## src/sv/ssa_pkg.sv

```systemverilog
// ----------------------------------------------------------------------------
// Slab slot allocator package
// Shared constants, codes and types for the slab slot allocator.
// ----------------------------------------------------------------------------
package ssa_pkg;

    localparam int SLOTS_PER_FRAME_DEF = 32;
    localparam int MAX_BLOCKS_DEF      = 8;

    localparam logic [1:0] ST_OK      = 2'd0;
    localparam logic [1:0] ST_NOSPACE = 2'd1;
    localparam logic [1:0] ST_INVALID = 2'd2;

    localparam logic KIND_ALLOC = 1'b0;
    localparam logic KIND_FREE  = 1'b1;

    // One request as it travels from the front end to the back end.
    typedef struct packed {
        logic       kind;
        logic [2:0] block_frame;
        logic [4:0] slot_index;
    } req_t;

    // One finished result.
    typedef struct packed {
        logic [1:0] status;
        logic [2:0] granted_frame;
        logic [4:0] granted_slot;
        logic       frame_released;
    } rsp_t;

endpackage

```

## src/sv/ssa_front.sv

```systemverilog
// ----------------------------------------------------------------------------
// Slab slot allocator front end
// Accepts requests into a two-entry queue that feeds the back end.
// ----------------------------------------------------------------------------
module ssa_front
(
    input  logic          clk,
    input  logic          rst_n,
    input  logic          in_valid,
    output logic          in_ready,
    input  ssa_pkg::req_t in_req,
    output logic          q_valid,
    input  logic          q_pop,
    output ssa_pkg::req_t q_req
);

    ssa_pkg::req_t mem_reg [2];
    logic          wp_reg;
    logic          rp_reg;
    logic [1:0]    cnt_reg;
    logic          push;

    assign in_ready = (cnt_reg != 2'd2);
    assign push     = in_valid && in_ready;
    assign q_valid  = (cnt_reg != 2'd0);
    assign q_req    = mem_reg[rp_reg];

    always_ff @(posedge clk)
    begin
        if (push)
        begin
            mem_reg[wp_reg] <= in_req;
        end
    end

    always_ff @(posedge clk or negedge rst_n)
    begin
        if (!rst_n)
        begin
            wp_reg  <= 1'b0;
            rp_reg  <= 1'b0;
            cnt_reg <= 2'd0;
        end
        else
        begin
            if (push)
            begin
                wp_reg <= ~wp_reg;
            end
            if (q_pop)
            begin
                rp_reg <= ~rp_reg;
            end
            cnt_reg <= cnt_reg + {1'b0, push} - {1'b0, q_pop};
        end
    end

endmodule

```

## src/sv/ssa_back.sv

```systemverilog
// ----------------------------------------------------------------------------
// Slab slot allocator back end
// Sequencer that walks the frame list, searches slots and updates state.
// ----------------------------------------------------------------------------
module ssa_back
#(
    parameter int SLOTS_PER_FRAME = ssa_pkg::SLOTS_PER_FRAME_DEF,
    parameter int MAX_BLOCKS      = ssa_pkg::MAX_BLOCKS_DEF
)
(
    input  logic          clk,
    input  logic          rst_n,
    input  logic [5:0]    items_per_block,
    input  logic          q_valid,
    output logic          q_pop,
    input  ssa_pkg::req_t q_req,
    output logic          out_valid,
    input  logic          out_ready,
    output ssa_pkg::rsp_t out_rsp
);

    localparam int FW = (MAX_BLOCKS > 1) ? $clog2(MAX_BLOCKS) : 1;
    localparam int SW = (SLOTS_PER_FRAME > 1) ? $clog2(SLOTS_PER_FRAME) : 1;
    localparam int LW = $clog2(MAX_BLOCKS + 1);
    localparam int CW = $clog2(SLOTS_PER_FRAME + 1);

    localparam logic [2:0] S_IDLE  = 3'd0;
    localparam logic [2:0] S_WALK  = 3'd1;
    localparam logic [2:0] S_SLOT  = 3'd2;
    localparam logic [2:0] S_SHIFT = 3'd3;
    localparam logic [2:0] S_DONE  = 3'd4;

    logic [SLOTS_PER_FRAME-1:0] map_reg   [MAX_BLOCKS];
    logic [CW-1:0]              count_reg [MAX_BLOCKS];
    logic [FW-1:0]              order_reg [MAX_BLOCKS];
    logic [MAX_BLOCKS-1:0]      active_reg;
    logic [LW-1:0]              len_reg;

    logic [2:0]    state_reg;
    ssa_pkg::req_t req_reg;
    logic [LW-1:0] pos_reg;
    logic [FW-1:0] fr_reg;
    logic [SW:0]   sl_reg;
    ssa_pkg::rsp_t work_reg;
    ssa_pkg::rsp_t rsp_reg;
    logic          ovalid_reg;

    logic [CW-1:0] lim;
    logic [FW-1:0] cur_f;
    logic [FW-1:0] free_f;
    logic          free_any;
    logic [FW-1:0] req_f;
    logic          req_f_ok;
    logic          req_s_ok;
    logic [SW-1:0] req_s;

    always_comb
    begin
        if (items_per_block == 6'd0)
        begin
            lim = CW'(1);
        end
        else if (32'(items_per_block) > SLOTS_PER_FRAME)
        begin
            lim = CW'(SLOTS_PER_FRAME);
        end
        else
        begin
            lim = CW'(items_per_block);
        end
    end

    assign cur_f    = order_reg[pos_reg[FW-1:0]];
    assign req_f    = FW'(req_reg.block_frame);
    assign req_f_ok = (32'(req_reg.block_frame) < MAX_BLOCKS);
    assign req_s_ok = (32'(req_reg.slot_index) < SLOTS_PER_FRAME);
    assign req_s    = SW'(req_reg.slot_index);

    always_comb
    begin
        free_f   = '0;
        free_any = 1'b0;
        for (int i = MAX_BLOCKS - 1; i >= 0; i--)
        begin
            if (!active_reg[i])
            begin
                free_f   = FW'(i);
                free_any = 1'b1;
            end
        end
    end

    assign q_pop     = (state_reg == S_IDLE) && q_valid;
    assign out_valid = ovalid_reg;
    assign out_rsp   = rsp_reg;

    always_ff @(posedge clk)
    begin
        if (q_pop)
        begin
            req_reg <= q_req;
        end
    end

    always_ff @(posedge clk or negedge rst_n)
    begin
        if (!rst_n)
        begin
            for (int i = 0; i < MAX_BLOCKS; i++)
            begin
                map_reg[i]   <= '0;
                count_reg[i] <= '0;
                order_reg[i] <= '0;
            end
            active_reg <= MAX_BLOCKS'(1);
            len_reg    <= LW'(1);
            state_reg  <= S_IDLE;
            pos_reg    <= '0;
            fr_reg     <= '0;
            sl_reg     <= '0;
            work_reg   <= '0;
            rsp_reg    <= '0;
            ovalid_reg <= 1'b0;
        end
        else
        begin
            // The output register loads only when it is empty or being drained.
            if (state_reg == S_DONE && (!ovalid_reg || out_ready))
            begin
                ovalid_reg <= 1'b1;
            end
            else if (ovalid_reg && out_ready)
            begin
                ovalid_reg <= 1'b0;
            end
            case (state_reg)
                S_IDLE:
                begin
                    if (q_pop)
                    begin
                        pos_reg   <= '0;
                        sl_reg    <= '0;
                        state_reg <= (q_req.kind == ssa_pkg::KIND_ALLOC) ? S_WALK : S_SLOT;
                    end
                end
                S_WALK:
                begin
                    if (pos_reg < len_reg && 32'(pos_reg) < MAX_BLOCKS)
                    begin
                        if (count_reg[cur_f] < lim)
                        begin
                            fr_reg    <= cur_f;
                            state_reg <= S_SLOT;
                        end
                        else
                        begin
                            pos_reg <= pos_reg + LW'(1);
                        end
                    end
                    else
                    begin
                        if (32'(len_reg) >= MAX_BLOCKS || !free_any)
                        begin
                            work_reg <= {ssa_pkg::ST_NOSPACE, 3'd0, 5'd0, 1'b0};
                        end
                        else
                        begin
                            active_reg[free_f] <= 1'b1;
                            map_reg[free_f]    <= SLOTS_PER_FRAME'(1);
                            count_reg[free_f]  <= CW'(1);
                            order_reg[len_reg[FW-1:0]] <= free_f;
                            len_reg  <= len_reg + LW'(1);
                            work_reg <= {ssa_pkg::ST_OK, 3'(free_f), 5'd0, 1'b0};
                        end
                        state_reg <= S_DONE;
                    end
                end
                S_SLOT:
                begin
                    if (req_reg.kind == ssa_pkg::KIND_ALLOC)
                    begin
                        // One slot tested per cycle, lowest first.
                        if (32'(sl_reg) >= 32'(lim))
                        begin
                            work_reg  <= {ssa_pkg::ST_NOSPACE, 3'd0, 5'd0, 1'b0};
                            state_reg <= S_DONE;
                        end
                        else if (!map_reg[fr_reg][sl_reg[SW-1:0]])
                        begin
                            map_reg[fr_reg][sl_reg[SW-1:0]] <= 1'b1;
                            count_reg[fr_reg] <= count_reg[fr_reg] + CW'(1);
                            work_reg  <= {ssa_pkg::ST_OK, 3'(fr_reg), 5'(sl_reg), 1'b0};
                            state_reg <= S_DONE;
                        end
                        else
                        begin
                            sl_reg <= sl_reg + (SW+1)'(1);
                        end
                    end
                    else
                    begin
                        if (!req_f_ok || !req_s_ok || !active_reg[req_f]
                            || !map_reg[req_f][req_s])
                        begin
                            work_reg  <= {ssa_pkg::ST_INVALID, 3'd0, 5'd0, 1'b0};
                            state_reg <= S_DONE;
                        end
                        else
                        begin
                            count_reg[req_f] <= (count_reg[req_f] != '0)
                                ? count_reg[req_f] - CW'(1) : '0;
                            if (count_reg[req_f] <= CW'(1) && req_f != '0)
                            begin
                                active_reg[req_f] <= 1'b0;
                                map_reg[req_f]    <= '0;
                                work_reg  <= {ssa_pkg::ST_OK, 3'd0, 5'd0, 1'b1};
                                pos_reg   <= LW'(1);
                                fr_reg    <= req_f;
                                state_reg <= S_SHIFT;
                            end
                            else
                            begin
                                map_reg[req_f][req_s] <= 1'b0;
                                work_reg  <= {ssa_pkg::ST_OK, 3'd0, 5'd0, 1'b0};
                                state_reg <= S_DONE;
                            end
                        end
                    end
                end
                S_SHIFT:
                begin
                    // Find the frame in the list, then close the gap one entry a cycle.
                    if (pos_reg >= len_reg || 32'(pos_reg) >= MAX_BLOCKS)
                    begin
                        state_reg <= S_DONE;
                    end
                    else if (order_reg[pos_reg[FW-1:0]] == fr_reg || sl_reg[0])
                    begin
                        sl_reg[0] <= 1'b1;
                        if (32'(pos_reg) + 1 < 32'(len_reg) && 32'(pos_reg) + 1 < MAX_BLOCKS)
                        begin
                            order_reg[pos_reg[FW-1:0]] <= order_reg[FW'(pos_reg + LW'(1))];
                            pos_reg <= pos_reg + LW'(1);
                        end
                        else
                        begin
                            order_reg[FW'(len_reg - LW'(1))] <= '0;
                            len_reg   <= len_reg - LW'(1);
                            state_reg <= S_DONE;
                        end
                    end
                    else
                    begin
                        pos_reg <= pos_reg + LW'(1);
                    end
                end
                S_DONE:
                begin
                    if (!ovalid_reg || out_ready)
                    begin
                        rsp_reg   <= work_reg;
                        state_reg <= S_IDLE;
                    end
                end
                default:
                begin
                    state_reg <= S_IDLE;
                end
            endcase
        end
    end

endmodule

```

## src/sv/slab_slot_allocator_core.sv

```systemverilog
// ----------------------------------------------------------------------------
// Slab slot allocator core
// Fixed-size slot allocator over a list of block frames.
// ----------------------------------------------------------------------------
//  Channel   Handshake               Payload
//  input     in_valid / in_ready     kind, block_frame, slot_index
//  output    out_valid / out_ready   status, granted_frame, granted_slot,
//                                    frame_released
//  config    cfg_we                  cfg_data (items_per_block)
//
// An allocate walks the list past each full frame, then tests the slots of
// the first frame that is not full, lowest first, until one is free or the
// limit is reached; if all listed frames are full it appends a new frame.
// The back end's sequencer runs these steps. A free that empties any frame
// but frame 0 unlinks it. Reset clears all state to a single empty frame 0
// at once. A two-entry queue decouples input transfers from the back end,
// and the output register holds a result while the next item is taken in.
// ----------------------------------------------------------------------------
module slab_slot_allocator_core
#(
    parameter int SLOTS_PER_FRAME = ssa_pkg::SLOTS_PER_FRAME_DEF,
    parameter int MAX_BLOCKS      = ssa_pkg::MAX_BLOCKS_DEF
)
(
    input  logic       clk,
    input  logic       rst_n,
    input  logic       cfg_we,
    input  logic [5:0] cfg_data,
    input  logic       in_valid,
    output logic       in_ready,
    input  logic       kind,
    input  logic [2:0] block_frame,
    input  logic [4:0] slot_index,
    output logic       out_valid,
    input  logic       out_ready,
    output logic [1:0] status,
    output logic [2:0] granted_frame,
    output logic [4:0] granted_slot,
    output logic       frame_released
);

    logic [5:0]    ipb_reg;
    ssa_pkg::req_t in_req;
    ssa_pkg::req_t q_req;
    ssa_pkg::rsp_t rsp;
    logic          q_valid;
    logic          q_pop;

    // Slot limit register; the user writes it only while idle (unenforced).
    always_ff @(posedge clk or negedge rst_n)
    begin
        if (!rst_n)
        begin
            ipb_reg <= 6'd32;
        end
        else if (cfg_we)
        begin
            ipb_reg <= cfg_data;
        end
    end

    assign in_req.kind        = kind;
    assign in_req.block_frame = block_frame;
    assign in_req.slot_index  = slot_index;

    ssa_front u_front
    (
        .clk      (clk),
        .rst_n    (rst_n),
        .in_valid (in_valid),
        .in_ready (in_ready),
        .in_req   (in_req),
        .q_valid  (q_valid),
        .q_pop    (q_pop),
        .q_req    (q_req)
    );

    ssa_back #(
        .SLOTS_PER_FRAME (SLOTS_PER_FRAME),
        .MAX_BLOCKS      (MAX_BLOCKS)
    ) u_back
    (
        .clk             (clk),
        .rst_n           (rst_n),
        .items_per_block (ipb_reg),
        .q_valid         (q_valid),
        .q_pop           (q_pop),
        .q_req           (q_req),
        .out_valid       (out_valid),
        .out_ready       (out_ready),
        .out_rsp         (rsp)
    );

    assign status         = rsp.status;
    assign granted_frame  = rsp.granted_frame;
    assign granted_slot   = rsp.granted_slot;
    assign frame_released = rsp.frame_released;

endmodule

```

## config.mk

```make
export PLATFORM = sky130hd
export DESIGN_NAME = slab_slot_allocator_core
export DESIGN_NICKNAME = d
export VERILOG_FILES = /design/src/sv/ssa_pkg.sv /design/src/sv/ssa_front.sv /design/src/sv/ssa_back.sv /design/src/sv/slab_slot_allocator_core.sv
export SDC_FILE = /design/constraint.sdc
export NUM_CORES = 1
export LEC_CHECK = 0
export ABC_AREA = 1
export BUFFER_PORTS_ARGS = -buffer_cell sky130_fd_sc_hd__buf_2
export CAP_MARGIN = 10
export CORE_MARGIN = 2
export CORE_UTILIZATION = 26
export CTS_BUF_LIST = sky130_fd_sc_hd__clkbuf_16
export CTS_CLUSTER_DIAMETER = 40
export DETAILED_ROUTE_END_ITERATION = 8
export PLACE_DENSITY_LB_ADDON = 0.1
export SLEW_MARGIN = 20
export SYNTH_ARGS = -nofsm -noshare
export SYNTH_HDL_FRONTEND = slang
export SYNTH_HIERARCHICAL = 1
export SYNTH_SLANG_ARGS = --single-unit
```

## constraint.sdc

```tcl
create_clock -name clk -period 4.2 [get_ports clk]
set_input_delay 0.63 -clock clk [delete_from_list [all_inputs] [get_ports clk]]
set_output_delay 0.63 -clock clk [all_outputs]
set_load 0.03 [all_outputs]
```

==> impl.org <==
** Hold path
- The worst hold path terminates at u_front/mem_reg[0][3].
- Startpoint of the lowest-slack hold path :: slot_index[3]
- Along the worst hold path, the cell count comes to 1.
- Hold Path Class :: in2reg

** Pwr
- Cell Pwr Density :: 820 mW/mm^2
- Share of total power in sequential cells :: 15.9%
- Switching share of power :: 54.2%
- Across the VDD grid, the largest voltage drop is 0.642 mV.
- Part of the power in the clock network :: 28.5%
- Leakage :: 17.3 nW
- The analysis attributes to net switching a power of 0.0178 W.
- Internal power comes to 0.0151 W.
- In this run, the combinational gates consume 55.6% of the power.

** Clocking
- Number of levels the H-tree was split into :: 3
- Total CTS buffers :: 117
- Clock-pin transition on the worst setup and hold timing paths :: 50 ps
- Counting along the longest clock path gives a buffer depth of 3.
- TritonCTS built the clock tree.
- Clock insertion delay at the later pin of the skew report :: 770 ps
- Clock tree synthesis found a total of 416 sinks.
- In this run the post-CTS setup repair buffer count came out at 0.
- The tree is rooted in a sky130_fd_sc_hd__clkbuf_16.

** Final layout
- Post-route cell area :: 0.0401 sq mm
- Net count, final :: 5,393
- The register with the most flip-flops in the layout has 256 of them.
- In the layout the commonest cells are 1,914 x sky130_fd_sc_hd__nand2_1, 469 x sky130_fd_sc_hd__inv_1, 385 x sky130_fd_sc_hd__dfrtp_1.
- Fraction of layout cells with a size suffix above 1 :: 9.25%
- Antenna diode instance count :: 0
- The library cell used most frequently in the layout, excluding fill and tap cells, is sky130_fd_sc_hd__nand2_1.
- Area growth from synthesis to final layout :: 20.9%

** Die
- The floorplan step set the die width to 361 um.
- The core region is 0.127 sq mm.
- Area of the die :: 0.130 sq mm
- After floorplanning, the core was divided into 131 placement rows.
- Effective utilization at floorplan :: 26.1%
- Measured along the y axis, the die boundary spans 361 um.
- In this run the count of I/O pins placed on the die edge is 33.

** Worst setup path
- The worst setup path is of the reg2reg kind.
- The cell that appears most often on the critical path is sky130_fd_sc_hd__nand2_1.
- CP startpoint kind :: register
- Standard cell with the maximum stage delay on the critical path :: sky130_fd_sc_hd__dfrtp_4
- For the worst flop-to-flop path, the logic depth is 18.
- The startpoint identified for the worst register-to-register timing path is u_back/fr_reg[0].
- In this design, the stage delay of the slowest critical-path cell is 610 ps.
- At the worst endpoint, the arrival time is 4670 ps.
- The signal on the critical path passes through buf_4 -> nand2_2 -> buf_4 -> o21ai_0 -> nor2_1 -> nand2_1 -> nand3_1 -> nand2_1 -> nand2_1 -> nand2_1 -> nor2_1 -> nand2_1 -> nand2_2 -> buf_4 -> nand4_1 -> buf_4 -> nand2_1 -> o21ai_0.
- Critical path peak fanout :: 26
- R2R Setup Slk :: 130 ps
- The worst register-to-register path ends at u_back/count_reg[22].
- The worst setup path is captured at a register.
- Data required time at the worst endpoint :: 4800 ps

** Drt
- Using the TritonRoute via totals, the vias-per-cell ratio works out to 5.31.
- The detailed router finished its first iteration with 3,727 violations.
- Via count :: 37,800
- The first TritonRoute pass finished after 5 iterations.
- Antenna-violating nets left :: 0
- Wirelength per Cell :: 24.0 um
- Wirelength, routed :: 171 mm
- After detailed routing, the number of remaining DRC violations is 0.

** GRT
- Antenna violations before repair :: 8
- First-pass GRT wire length :: 251 mm
- Global routing used 25.7% of the available tracks.
- The number of global-route vias before repair was 35,900.
- After global routing the overflow that remains totals 0.
- Largest net degree at the start of global routing :: 196

** Logic synthesis
- Sorting the synthesized cells by area gives the leading types as sky130_fd_sc_hd__dfrtp_1 29%, sky130_fd_sc_hd__nand2_1 22%, sky130_fd_sc_hd__a21oi_1 5.6%.
- Cell taking the most area after synthesis :: sky130_fd_sc_hd__dfrtp_1
- Portion of synthesized cell area occupied by the leading cell type :: 29.1%
- Yosys warning count :: 6
- Total nets after synthesis :: 5,384
- Number of enable-type register cells in the synthesized netlist :: 27
- Synthesis produced 5,333 cells.
- The most used flip-flop cell after synthesis is sky130_fd_sc_hd__dfrtp_1.
- Sequential cell area fraction in the yosys report :: 31.8%
- Mean instance size in the synthesized netlist :: 6.22 sq um
- In the synthesized netlist the async set-or-reset flop fraction comes to 93.5%.
- Count of distinct cell types in the synthesized netlist :: 50
- Register bit count reported by yosys :: 416
- Netlist area before placement :: 0.0332 sq mm

** Status
- The flow ran to the end, and the final reports show no timing, DRC or antenna violations.

** Timing
- Setup violations remaining at the end of the flow were counted as 0.
- After layout, the worst path uses 97.0% of the clock period.
- Setup repair after global routing left no endpoint under its margin.
- After layout, the worst setup slack is 125 ps.
- Highest achievable clock rate :: 245 MHz
- The number of hold violations in the final report was 0.
- The number of max-slew violations in the final report came to 0.
- On the final layout, the worst clock skew is 62.6 ps.
- Total negative slack for setup checks :: 0 ps
- For the pin with the worst max-slew slack, the measured transition is 1110 ps.
- The worst pin sits at a relative slew slack of 25.8%.
- Final critical path time including I/O delays and setup :: 4070 ps

** Job
- Max Cap Viol :: 0

** Placed design
- OpenSTA, run right after detailed placement, puts the worst setup slack at 261 ps.
- DP Wirelength :: 113 mm
- Total of buffers placed on input and output ports :: 32
- Routability-driven placement finished with a final weighted congestion of 0.921.
- After detailed placement, the total cell area comes to 0.0360 sq mm.
==> through the flow <==
stage	instances	power, W	util, %	hold WS (ps)
after global routing	7108	0.0345	31.6	29.4
after global placement	6884	0.0233	28.3	463
after CTS	7108	0.0328	31.6	0.455
after floorplan	5333	0.0151	-	334
final	7108	0.0329	31.6	56.7
after detailed placement	6884	0.0232	28.3	466
==> repair_timing <==
item	in CTS	in global routing
hold buffers	1	0
endpoints found under the hold margin	49	0
resized for setup	0	1
setup endpoints to repair	0	29
==> worst max path at each step <==
stage | start | slack (ps) | to
after floorplan | u_back/pos_reg[0] | 890 | u_back/pos_reg[1]
after global placement | u_back/fr_reg[0] | 230 | u_back/count_reg[22]
after detailed placement | u_back/fr_reg[0] | 260 | u_back/count_reg[22]
after CTS | u_back/fr_reg[0] | 250 | u_back/count_reg[22]
after global routing | u_back/fr_reg[1] | 60 | u_back/map_reg[59]
final | u_back/fr_reg[0] | 130 | u_back/count_reg[22]
==> layout make-up <==
class | instances | area [sq um]
fill | 14000 | 86900
multi-input combinational | 4114 | 19600
sequential | 416 | 10600
clock buffer | 117 | 2930
tap | 1662 | 2080
timing repair buffer | 220 | 2000
inverter | 473 | 1790
clock inverter | 106 | 1200
==> power groups by stage <==
stage                     combinational [W]  clock [W]  sequential (W)
after CTS                            0.0180    0.00955         0.00522
after global placement               0.0180          0         0.00528
after floorplan                      0.0101          0         0.00498
final                                0.0183    0.00938         0.00523
after detailed placement             0.0180          0         0.00527
after global routing                 0.0195    0.00976         0.00528
==> synthesized netlist by cell type (50+ instances only) <==
master,count
sky130_fd_sc_hd__nand2_1,1914
sky130_fd_sc_hd__inv_1,458
sky130_fd_sc_hd__dfrtp_1,386
sky130_fd_sc_hd__a21oi_1,374
sky130_fd_sc_hd__nor2_1,373
sky130_fd_sc_hd__nand3_1,301
sky130_fd_sc_hd__o21ai_0,284
sky130_fd_sc_hd__clkbuf_1,194
sky130_fd_sc_hd__o21ai_1,190
sky130_fd_sc_hd__o211ai_1,140
sky130_fd_sc_hd__o31ai_1,114
sky130_fd_sc_hd__buf_2,110
sky130_fd_sc_hd__nor3_1,98
sky130_fd_sc_hd__a21boi_0,68
sky130_fd_sc_hd__o22ai_1,50
==> routing by layer <==
layer  routed length (um)  GRT usage (%)  vias up
li1                     -              -    17700
met4                 6620           10.1        4
met5                   47              0        -
met2                76000           40.5     1511
met1                77100           35.4    18200
met3                11100           3.80      332
==> logic make-up (layout without fill, tap and decap cells) <==
group / Yosys count / in the layout / share of synthesized area (%)
flops: 416 / 416 / 31.8
simple gates: 2749 / 2749 / 33.2
fa+ha+maj: 31 / 31 / 1.17
xor+xnor: 14 / 14 / 0.370
mux: 9 / 9 / 0.408
buf+inv: 803 / 916 / 9.75
compound gates: 1311 / 1311 / 23.3
==> worst max-delay path: cells and delay by family (launching register included) <==
family,cells,cell delay (ps)
AOI/OAI and AO/OA,2,180
buffers and inverters,4,1140
DFF,1,610
and+or+nand+nor,12,2000
Note: power is estimated with default switching activity, not from simulation.
